File: src/hdl/fsf_pkg.sv
// ----------------------------------------------------------------------------
// fsf_pkg
// Shared constants and codes for the four-sum finder.
// ----------------------------------------------------------------------------
package fsf_pkg;

  localparam int DEPTH = 64;
  localparam int AW    = $clog2(DEPTH);
  localparam int CW    = $clog2(DEPTH + 1);
  localparam int VW    = 32;
  localparam int SW    = VW + 2;

  localparam logic [1:0] MODE_CLEAR = 2'd0;
  localparam logic [1:0] MODE_LOAD  = 2'd1;
  localparam logic [1:0] MODE_FETCH = 2'd2;

  localparam logic [2:0] STAT_LOADED = 3'd0;
  localparam logic [2:0] STAT_FULL   = 3'd1;
  localparam logic [2:0] STAT_FOUND  = 3'd2;
  localparam logic [2:0] STAT_EXHAUST = 3'd3;
  localparam logic [2:0] STAT_CLEARED = 3'd4;

endpackage

File: src/hdl/four_sum_finder_unit.sv
// ----------------------------------------------------------------------------
// four_sum_finder_unit
// Sorted value store in a synchronous memory with a quadruplet search
// sequencer that resumes from a saved cursor on each fetch.
// ----------------------------------------------------------------------------
// channel   dir  fields
// s_*       in   tuser: mode[1:0]; tdata: value[31:0]
// m_*       out  tuser: status[2:0]; tdata: first, second, third, fourth,
//                stored_count, pad
// apb       in   target_sum at byte address 0
//
// clear resets count and cursors. load reads and compares each larger entry,
// shifting it up one place. fetch: data dependent; each (a, b, d) candidate
// scans the entries between b and d, all through the single memory read port.
// one item is worked at a time; a finished word waits in the output register.
// reset is synchronous and clears counts and cursors; no memory clearing pass.
// ----------------------------------------------------------------------------
module four_sum_finder_unit (
  input  logic         clk,
  input  logic         rst,
  input  logic         s_tvalid,
  output logic         s_tready,
  input  logic [31:0]  s_tdata,   // value[31:0]
  input  logic [1:0]   s_tuser,   // mode[1:0]
  output logic         m_tvalid,
  input  logic         m_tready,
  output logic [135:0] m_tdata,   // first[31:0], second, third, fourth, stored_count[6:0], pad
  output logic [2:0]   m_tuser,   // status[2:0]
  input  logic         psel,
  input  logic         penable,
  input  logic         pwrite,
  input  logic [2:0]   paddr,
  input  logic [31:0]  pwdata,
  output logic [31:0]  prdata,
  output logic         pready
);

  localparam int AW = fsf_pkg::AW;
  localparam int CW = fsf_pkg::CW;
  localparam int VW = fsf_pkg::VW;
  localparam int SW = fsf_pkg::SW;

  typedef enum logic [3:0] {
    ST_IDLE, ST_LD_RD, ST_LD_CMP, ST_I_TOP, ST_I_PREV, ST_I_CHK,
    ST_J_TOP, ST_J_PREV, ST_J_CHK, ST_L_TOP, ST_L_SUM, ST_SCAN, ST_L_DEC, ST_PUT
  } state_t;

  state_t state;

  logic signed [VW-1:0] mem [fsf_pkg::DEPTH];
  logic signed [VW-1:0] rdata;
  logic [AW-1:0] raddr, waddr;
  logic signed [VW-1:0] wdata;
  logic we;

  logic signed [VW-1:0] target_sum;
  logic [CW-1:0] count, cur_first, cur_second, cur_fourth;
  logic exhausted;

  logic [CW-1:0] i, j, l, p, pidx;
  logic pend, hit_all, hit_bef;
  logic signed [VW-1:0] a, b, d, dprev, ld_val;
  logic signed [SW-1:0] need;
  logic [2:0] res_status;
  logic res_found;

  logic [CW-1:0] j_start, l_start;
  logic signed [SW-1:0] rdata_ext;

  assign rdata_ext = SW'(rdata);
  assign j_start = (i == cur_first && cur_second > i) ? cur_second : i + CW'(1);
  assign l_start = (i == cur_first && j == cur_second && cur_fourth > j + CW'(1)) ?
                   cur_fourth : j + CW'(2);

  assign s_tready = (state == ST_IDLE);
  assign pready   = 1'b1;
  assign prdata   = paddr[2] ? 32'd0 : target_sum;

  always_ff @(posedge clk) begin
    if (rst) begin
      target_sum <= '0;
    end else if (psel && penable && pwrite && !paddr[2]) begin
      target_sum <= pwdata;
    end
  end

  // memory port control
  always_comb begin
    raddr = '0;
    we    = 1'b0;
    waddr = p[AW-1:0];
    wdata = ld_val;
    case (state)
      ST_LD_RD: begin
        raddr = AW'(p - CW'(1));
        if (p == '0) we = 1'b1;
      end
      ST_LD_CMP: begin
        we = 1'b1;
        if (rdata > ld_val) wdata = rdata;
      end
      ST_I_TOP:  raddr = i[AW-1:0];
      ST_I_PREV: raddr = AW'(i - CW'(1));
      ST_J_TOP:  raddr = j[AW-1:0];
      ST_J_PREV: raddr = AW'(j - CW'(1));
      ST_L_TOP:  raddr = l[AW-1:0];
      ST_SCAN:   raddr = p[AW-1:0];
      default:   raddr = '0;
    endcase
  end

  always_ff @(posedge clk) begin
    if (we) mem[waddr] <= wdata;
    rdata <= mem[raddr];
  end

  always_ff @(posedge clk) begin
    if (rst) begin
      state      <= ST_IDLE;
      count      <= '0;
      cur_first  <= '0;
      cur_second <= '0;
      cur_fourth <= '0;
      exhausted  <= 1'b0;
      m_tvalid   <= 1'b0;
      pend       <= 1'b0;
    end else begin
      if (m_tvalid && m_tready && state != ST_PUT) m_tvalid <= 1'b0;
      case (state)
        ST_IDLE: begin
          res_found <= 1'b0;
          if (s_tvalid) begin
            ld_val <= s_tdata;
            p      <= count;
            case (s_tuser)
              fsf_pkg::MODE_CLEAR: begin
                count      <= '0;
                cur_first  <= '0;
                cur_second <= '0;
                cur_fourth <= '0;
                exhausted  <= 1'b0;
                res_status <= fsf_pkg::STAT_CLEARED;
                state      <= ST_PUT;
              end
              fsf_pkg::MODE_LOAD: begin
                if (count >= CW'(fsf_pkg::DEPTH)) begin
                  res_status <= fsf_pkg::STAT_FULL;
                  state      <= ST_PUT;
                end else begin
                  state <= ST_LD_RD;
                end
              end
              fsf_pkg::MODE_FETCH: begin
                if (exhausted) begin
                  res_status <= fsf_pkg::STAT_EXHAUST;
                  state      <= ST_PUT;
                end else begin
                  i     <= cur_first;
                  state <= ST_I_TOP;
                end
              end
              default: state <= ST_IDLE;
            endcase
          end
        end
        ST_LD_RD: begin
          if (p == '0) begin
            count      <= count + CW'(1);
            cur_first  <= '0;
            cur_second <= '0;
            cur_fourth <= '0;
            exhausted  <= 1'b0;
            res_status <= fsf_pkg::STAT_LOADED;
            state      <= ST_PUT;
          end else begin
            state <= ST_LD_CMP;
          end
        end
        ST_LD_CMP: begin
          if (rdata > ld_val) begin
            p     <= p - CW'(1);
            state <= ST_LD_RD;
          end else begin
            count      <= count + CW'(1);
            cur_first  <= '0;
            cur_second <= '0;
            cur_fourth <= '0;
            exhausted  <= 1'b0;
            res_status <= fsf_pkg::STAT_LOADED;
            state      <= ST_PUT;
          end
        end
        ST_I_TOP: begin
          if (i >= count) begin
            exhausted  <= 1'b1;
            res_status <= fsf_pkg::STAT_EXHAUST;
            state      <= ST_PUT;
          end else begin
            state <= ST_I_PREV;
          end
        end
        ST_I_PREV: begin
          a     <= rdata;
          state <= ST_I_CHK;
        end
        ST_I_CHK: begin
          // skip a repeated first value
          if (i != '0 && rdata == a) begin
            i     <= i + CW'(1);
            state <= ST_I_TOP;
          end else begin
            j     <= j_start;
            state <= ST_J_TOP;
          end
        end
        ST_J_TOP: begin
          if (j >= count) begin
            i     <= i + CW'(1);
            state <= ST_I_TOP;
          end else begin
            state <= ST_J_PREV;
          end
        end
        ST_J_PREV: begin
          b     <= rdata;
          state <= ST_J_CHK;
        end
        ST_J_CHK: begin
          if (j != i + CW'(1) && rdata == b) begin
            j     <= j + CW'(1);
            state <= ST_J_TOP;
          end else begin
            l     <= l_start;
            state <= ST_L_TOP;
          end
        end
        ST_L_TOP: begin
          if (l >= count) begin
            j     <= j + CW'(1);
            state <= ST_J_TOP;
          end else begin
            state <= ST_L_SUM;
          end
        end
        ST_L_SUM: begin
          d       <= rdata;
          need    <= SW'(target_sum) - SW'(a) - SW'(b) - rdata_ext;
          p       <= j + CW'(1);
          pend    <= 1'b0;
          hit_all <= 1'b0;
          hit_bef <= 1'b0;
          state   <= ST_SCAN;
        end
        ST_SCAN: begin
          // one read issued per cycle, compared the cycle after
          if (p <= l - CW'(1)) begin
            pend <= 1'b1;
            pidx <= p;
            p    <= p + CW'(1);
          end else begin
            pend <= 1'b0;
          end
          if (pend) begin
            if (rdata_ext == need) begin
              hit_all <= 1'b1;
              if (pidx != l - CW'(1)) hit_bef <= 1'b1;
            end
            if (pidx == l - CW'(1)) dprev <= rdata;
          end
          if (p > l - CW'(1) && !pend) state <= ST_L_DEC;
        end
        ST_L_DEC: begin
          // repeated fourth value already gave this quadruplet
          if (!hit_all || (l >= j + CW'(3) && dprev == d && hit_bef)) begin
            l     <= l + CW'(1);
            state <= ST_L_TOP;
          end else begin
            res_found  <= 1'b1;
            res_status <= fsf_pkg::STAT_FOUND;
            cur_first  <= i;
            cur_second <= j;
            cur_fourth <= l + CW'(1);
            state      <= ST_PUT;
          end
        end
        ST_PUT: begin
          if (!m_tvalid || m_tready) begin
            m_tvalid <= 1'b1;
            m_tuser  <= res_status;
            m_tdata  <= {1'b0, count,
                         res_found ? d : 32'sd0,
                         res_found ? need[VW-1:0] : 32'd0,
                         res_found ? b : 32'sd0,
                         res_found ? a : 32'sd0};
            state    <= ST_IDLE;
          end
        end
        default: state <= ST_IDLE;
      endcase
    end
  end

  a_count_bound: assert property (@(posedge clk) disable iff (rst)
    count <= CW'(fsf_pkg::DEPTH)) else $error("store count beyond depth");

  a_found_sum: assert property (@(posedge clk) disable iff (rst)
    (state == ST_L_DEC && hit_all && res_status != fsf_pkg::STAT_FOUND) |->
    (SW'(a) + SW'(b) + need + SW'(d) == SW'(target_sum)))
    else $error("candidate sum mismatch");

  a_write_only_load: assert property (@(posedge clk) disable iff (rst)
    we |-> (state == ST_LD_RD || state == ST_LD_CMP))
    else $error("store written outside load");

  a_found_order: assert property (@(posedge clk) disable iff (rst)
    (m_tvalid && m_tuser == fsf_pkg::STAT_FOUND) |->
    ($signed(m_tdata[31:0]) <= $signed(m_tdata[63:32]) &&
     $signed(m_tdata[63:32]) <= $signed(m_tdata[95:64]) &&
     $signed(m_tdata[95:64]) <= $signed(m_tdata[127:96])))
    else $error("quadruplet out of order");

endmodule
File: config.mk
export PLATFORM = sky130hd
export DESIGN_NAME = four_sum_finder_unit
export DESIGN_NICKNAME = d
export VERILOG_FILES = /design/src/hdl/fsf_pkg.sv /design/src/hdl/four_sum_finder_unit.sv
export SDC_FILE = /design/constraint.sdc
export NUM_CORES = 2
export LEC_CHECK = 0
export BUFFER_PORTS_ARGS = -buffer_cell sky130_fd_sc_hd__buf_2
export CORE_UTILIZATION = 60
export CTS_BUF_LIST = sky130_fd_sc_hd__clkbuf_16
export DETAILED_ROUTE_END_ITERATION = 8
export MAX_ROUTING_LAYER = met4
export PLACE_DENSITY_LB_ADDON = 0.1
export SLEW_MARGIN = 10
export SYNTH_ARGS = -nofsm -noshare
export SYNTH_HDL_FRONTEND = slang
export SYNTH_SLANG_ARGS = --single-unit
File: constraint.sdc
create_clock -name clk -period 18.2 [get_ports clk]
set_input_delay 1.82 -clock clk [delete_from_list [all_inputs] [get_ports clk]]
set_output_delay 1.82 -clock clk [all_outputs]
set_load 0.05 [all_outputs]
* Yosys cells after proc, flatten, opt, wreduce, memory -nomap -nowiden
Memories as Yosys holds them, arrays and structs flattened. A register that Yosys moved wholly into a read port is not among the register bits. Index checks and enable logic that the tools add are counted.
Storage, ports and cells: memories kept 1, logic and storage cells 239, input bits 76, flip-flop bits (word level) 440, RAM bits 2048
Memory list:
- mem | words 64, bits a word 32, read ports 1, clocked after Yosys merged registers in 1, wr ports 1, RTL line four_sum_finder_unit.sv:50 | logic signed [VW-1:0] mem [fsf_pkg::DEPTH];
Operators by class: equality and inequality tests 50, add/sub/neg operators 14, magnitude comparators 10, bitwise gates (word level) 1, multiplexer cells 84, reduce and logical (&&, ||, !) cells 52
Operators by type and width (number):
- $mux 7 | 24
- $pmux 7 s4 | 4
- $eq 32x32->1 | 3
- $mux 32 | 3
- $pmux 7 s3 | 3
- $pmux 4 s14 | 1
- $pmux 6 s7 | 1
- $mux 4 | 10
- $ne 2x2->1 const B | 20
- $add 7x1->7 const B | 5
- $eq 32x34->1 | 1
- $sub 33x32->34 | 1
- $sub 34x32->34 | 1
- $sub 32x32->33 | 1
- $gt 32x32->1 | 1
- $mux 3 | 10
- $ge 7x7->1 | 4
- $eq 4x4->1 const B | 6
- $eq 7x7->1 | 3
- $gt 7x7->1 | 3
- $reduce_and 5->1 | 4
- $mux 1 | 18
- $eq 4x3->1 const B | 4
- $pmux 3 s5 | 1
- other kinds (37) | 79

* Depth between registers and ports, before layout
depth in word-level cells 7, depth in mapped cells 17, depth with buffers taken out 16

* Worst setup path after synthesis
No wires, ideal clock.
path kind input-to-reg, from input rst, to register m_tdata[0], enable pin, slack 9.793 ns, stages on the path 3, arrival time 7.770 ns, data required time 17.563 ns, cell sequence inv_1 nand2_1 nor2_1
Between the ends: word-level cells in the longest chain between the ends 2
Ends and longest elaborated chain:
- from (decl) | RTL line four_sum_finder_unit.sv:20 | input logic rst,
- $not 1->1 (no line)
- $reduce_and 3->1 (no line)
- to (signal assigned) | RTL line four_sum_finder_unit.sv:290 | m_tdata <= {1'b0, count,
- to (decl) | RTL line four_sum_finder_unit.sv:27 | output logic [135:0] m_tdata,
Every way passes these cells. A chain may end at the register's enable or synchronous reset.

* Worst setup path in the final report
from register i[0], to register rdata[24] (read register of mem)
Between the ends: word-level cells in the longest chain between the ends 2
Ends and longest elaborated chain:
- from (decl) | RTL line four_sum_finder_unit.sv:60 | logic [CW-1:0] i, j, l, p, pidx;
- from (signal assigned) | RTL line four_sum_finder_unit.sv:158 | i <= cur_first;
- from (signal assigned) | RTL line four_sum_finder_unit.sv:209 | i <= i + CW'(1);
- from (signal assigned) | RTL line four_sum_finder_unit.sv:218 | i <= i + CW'(1);
- $sub 6x1->6 | RTL line four_sum_finder_unit.sv:103 | ST_I_PREV: raddr = AW'(i - CW'(1));
- $pmux 6 s7 (*) | RTL line four_sum_finder_unit.sv:93 | case (state)
- to (decl) | RTL line four_sum_finder_unit.sv:51 | logic signed [VW-1:0] rdata;
Every way passes the cells marked *; elsewhere a longest branch is shown, timed or not.

==> out/results.tsv <==
stage	metric	value	unit
placed_design	port_buffers	245	
synth	synth.distinct_cells	80	
synth	synthAdderAreaFrac	2.84	%
synth	synth_seq_cells	2520	
cts	postCtsHoldBufs	0	
die	pin_count	250	
cts	clk_latency	0.89	ns
synth	synth_compound_area_share	4.54	%
synth	synthTopCellsByCount	edfxtp_1, nand2_1, mux4_2	
cts	cts-root-buf	clkbuf_16	
die	start_util	60.6	%
cts	cts.sinks	2520	
cts	post-cts-setup-buffers	0	
status	status	finished clean	
sta	grt_setup_unrepaired	false	
sta	fin_tns_setup	0	ns
cts	cts_resized	0	
synth	synthMuxAreaShare	10.4	%
power	leakage	39.4	nW
sta	hold_viol_final	0	
worst_setup_path	critPathKind	register to register	
synth	synth_enable_flop_cells	2421	
synth	synth_top_area_share	69.7	%
sta	setup_viol	0	
worst_hold_path	whs_path_depth	0	
routing	wl	269	mm
sta	period_minus_slack	7.05	ns
sta	final_max_slew_viol_count	0	
worst_setup_path	r2r-start	i[0]	
routing	vias_per_cell	6.39	
placed_design	dp_worst_setup_slack	11.05	ns
worst_setup_path	cp.arrival	7.81	ns
cts	clock_path_buffers	3	
synth	synth_area	104000	µm²
power	p_per_area	165	nW/µm²
synth	synthSimpleGateAreaFrac	6.13	%
placed_design	routabilityCongestion	0.913	
sta	max_freq	142	MHz
cts	clk_transition_reported_paths	0.06	ns
synth	postSynthCellCount	6149	
worst_setup_path	ff2ff_path_depth	13	
global_route	grt_first_pass_wirelength	387	mm
cells_and_area	num-fill-cells	11300	
sta	tightest_slew	1.20	ns
cells_and_area	area_growth	12.0	%
synth	yosysWarnings	0	
cts	htree_levels	4	
worst_setup_path	end_kind	register	
routing	initialDrtViolationCount	6719	
worst_setup_path	crit_required	18.96	ns
cells_and_area	drive_gt1_share	20.0	%
sta	final.setup_skew	0.0447	ns
worst_hold_path	hp-class	register to register	
synth	synthArstFlopShare	0	%
synth	synth_area_leader_cell	edfxtp_1	
die	fp.dieH	419	µm
synth	synthXorXnorAreaFrac	1.94	%
worst_setup_path	reg2reg_slack	11.15	ns
synth	synth_area_leaders	edfxtp_1, mux4_2, nand2_1	
sta	period_share	38.8	%
synth	synth_top_family_by_area	multiplexers	
synth	ys_seq_area_share	71.6	%
die	core_area	172000	µm²
worst_setup_path	reg2reg_to	rdata[24]	
synth	syn-num-nets	6423	
cts	cts_tree	yes	
sta	setup_ws	11.15	ns
global_route	grt_max_degree	134	
worst_setup_path	start_kind	register	
routing	avgRoutedWirePerCell	29.9	µm
worst_hold_path	hold_start	res_status[2]	
routing	via_count	57600	
die	die_area	175000	µm²
routing	drc_errors	0	
placed_design	place_hpwl	155	mm
global_route	antenna_found_initial	9	
die	rows	152	
die	die_width	419	µm
synth	avgSynthCellArea	17.0	µm²
global_route	grt_pass1_vias	55800	
global_route	grt_usage	32.0	%
routing	first_pass_iters	6	
routing	final_antenna_net_count	0	
global_route	grt-ovfl-total	0	
synth	synthFlopType	edfxtp_1	
cells_and_area	final_nets	6753	
worst_setup_path	crit_fanout	84	
flow_run	cap_violations	0	
sta	max_slew_margin	18.8	%
cts	cts_made_buffers	239	
synth	synth_most_common_cell	edfxtp_1	
worst_hold_path	holdPathEnd	m_tuser[2]	
power	irDropWorstVdd	0.163	mV
-- where the power goes --
part           switching, mW  internal (mW)
registers              0.166           7.21
clock network           2.15           2.63
logic                   4.54           2.57
total                   6.85           12.4
-- layout by cell type, fill, tap and decap left out, types with 66 or more instances in the layout --
cell,instances
edfxtp_1,2421
nand2_1,573
mux4_2,448
inv_1,326
buf_2,245
clkbuf_16,244
a21oi_1,187
and2_1,178
buf_4,175
nor2_1,161
xor2_1,143
ha_1,133
dfxtp_1,99
xnor2_1,88
o21ai_0,83
a211oi_1,75
mux2i_1,74
and3_1,71
nor2_4,67
o22ai_1,66
a311oi_1,66
-- per-layer routing --
layer	track usage, %	vias up	share of wire, %
met5	-	-	0
met3	5.24	406	9.0
li1	-	24400	-
met1	44.7	29900	40
met4	10.9	0	3.5
met2	48.5	2846	47
-- cell type report --
type	count	area, µm²	share of cell area, %
Inverter	267	1000	0.859
Timing Repair Buffer	426	2660	2.28
Multi-Input combinational cell	3025	27900	23.9
Tap cell	2310	2890	2.48
Clock buffer	244	6110	5.23
Sequential cell	2520	74700	64.0
Clock inverter	206	1460	1.25
Antenna cell	15	37.5	0.0322
-- how the worst max path moves through the flow --
stage | start | slack, ns | end | depth (start not counted)
3_5_place_dp | i[0] | 11.05 | rdata[24] | 13
3_3_place_gp | i[0] | 11.10 | rdata[24] | 13
4_1_cts | i[0] | 11.06 | rdata[24] | 13
5_1_grt | i[0] | 10.62 | rdata[24] | 13
2_1_floorplan | rst | 9.79 | m_tdata[0] | 3
6_report | i[0] | 11.15 | rdata[24] | 13
-- registers in the layout, indices dropped and copies added (netlist names), 32 cells and up --
name and count:
ld_val 32, target_sum 32, a 32, need 34, rdata 32, mem 2048, d 32, b 32
m_tdata 135, dprev 32
-- logic make-up (layout without fill, tap and decap cells) --
logic type               count (synthesis)  in the layout
buffers and inverters                  604           1143
XOR/XNOR                               231            231
AND/OR/NAND/NOR                       1339           1339
multiplexers                           524            524
adder cells (fa/ha/maj)                198            198
AO/OA/AOI/OAI                          731            731
other                                    2             17
flip-flops                            2520           2520
-- worst max-delay path, cell delays in order (launching register included) --
cell,delay (ns)
edfxtp_1,0.65
nor3b_1,0.30
a2111oi_1,0.09
a31oi_1,0.30
and2_4,0.77
buf_12,0.60
buf_4,0.74
buf_4,0.82
mux4_2,0.60
and2_1,0.17
a211oi_1,0.28
a31oi_1,0.20
a22oi_1,0.75
or3b_1,0.41
-- per-stage QoR --
step                      total power, mW  util (%)  instances  hold WS (ns)  instance area, µm²
after floorplan                      12.3         -       6149         0.400              104000
after global placement               14.4      63.4       8548         0.403              109000
after detailed placement             14.5      63.4       8548         0.406              109000
after CTS                            19.3      67.8       8998         0.421              117000
after global routing                 20.0      67.8       9001         0.428              117000
final                                19.3      67.8       9013         0.419              117000
Power figures use the tool's default switching activity.
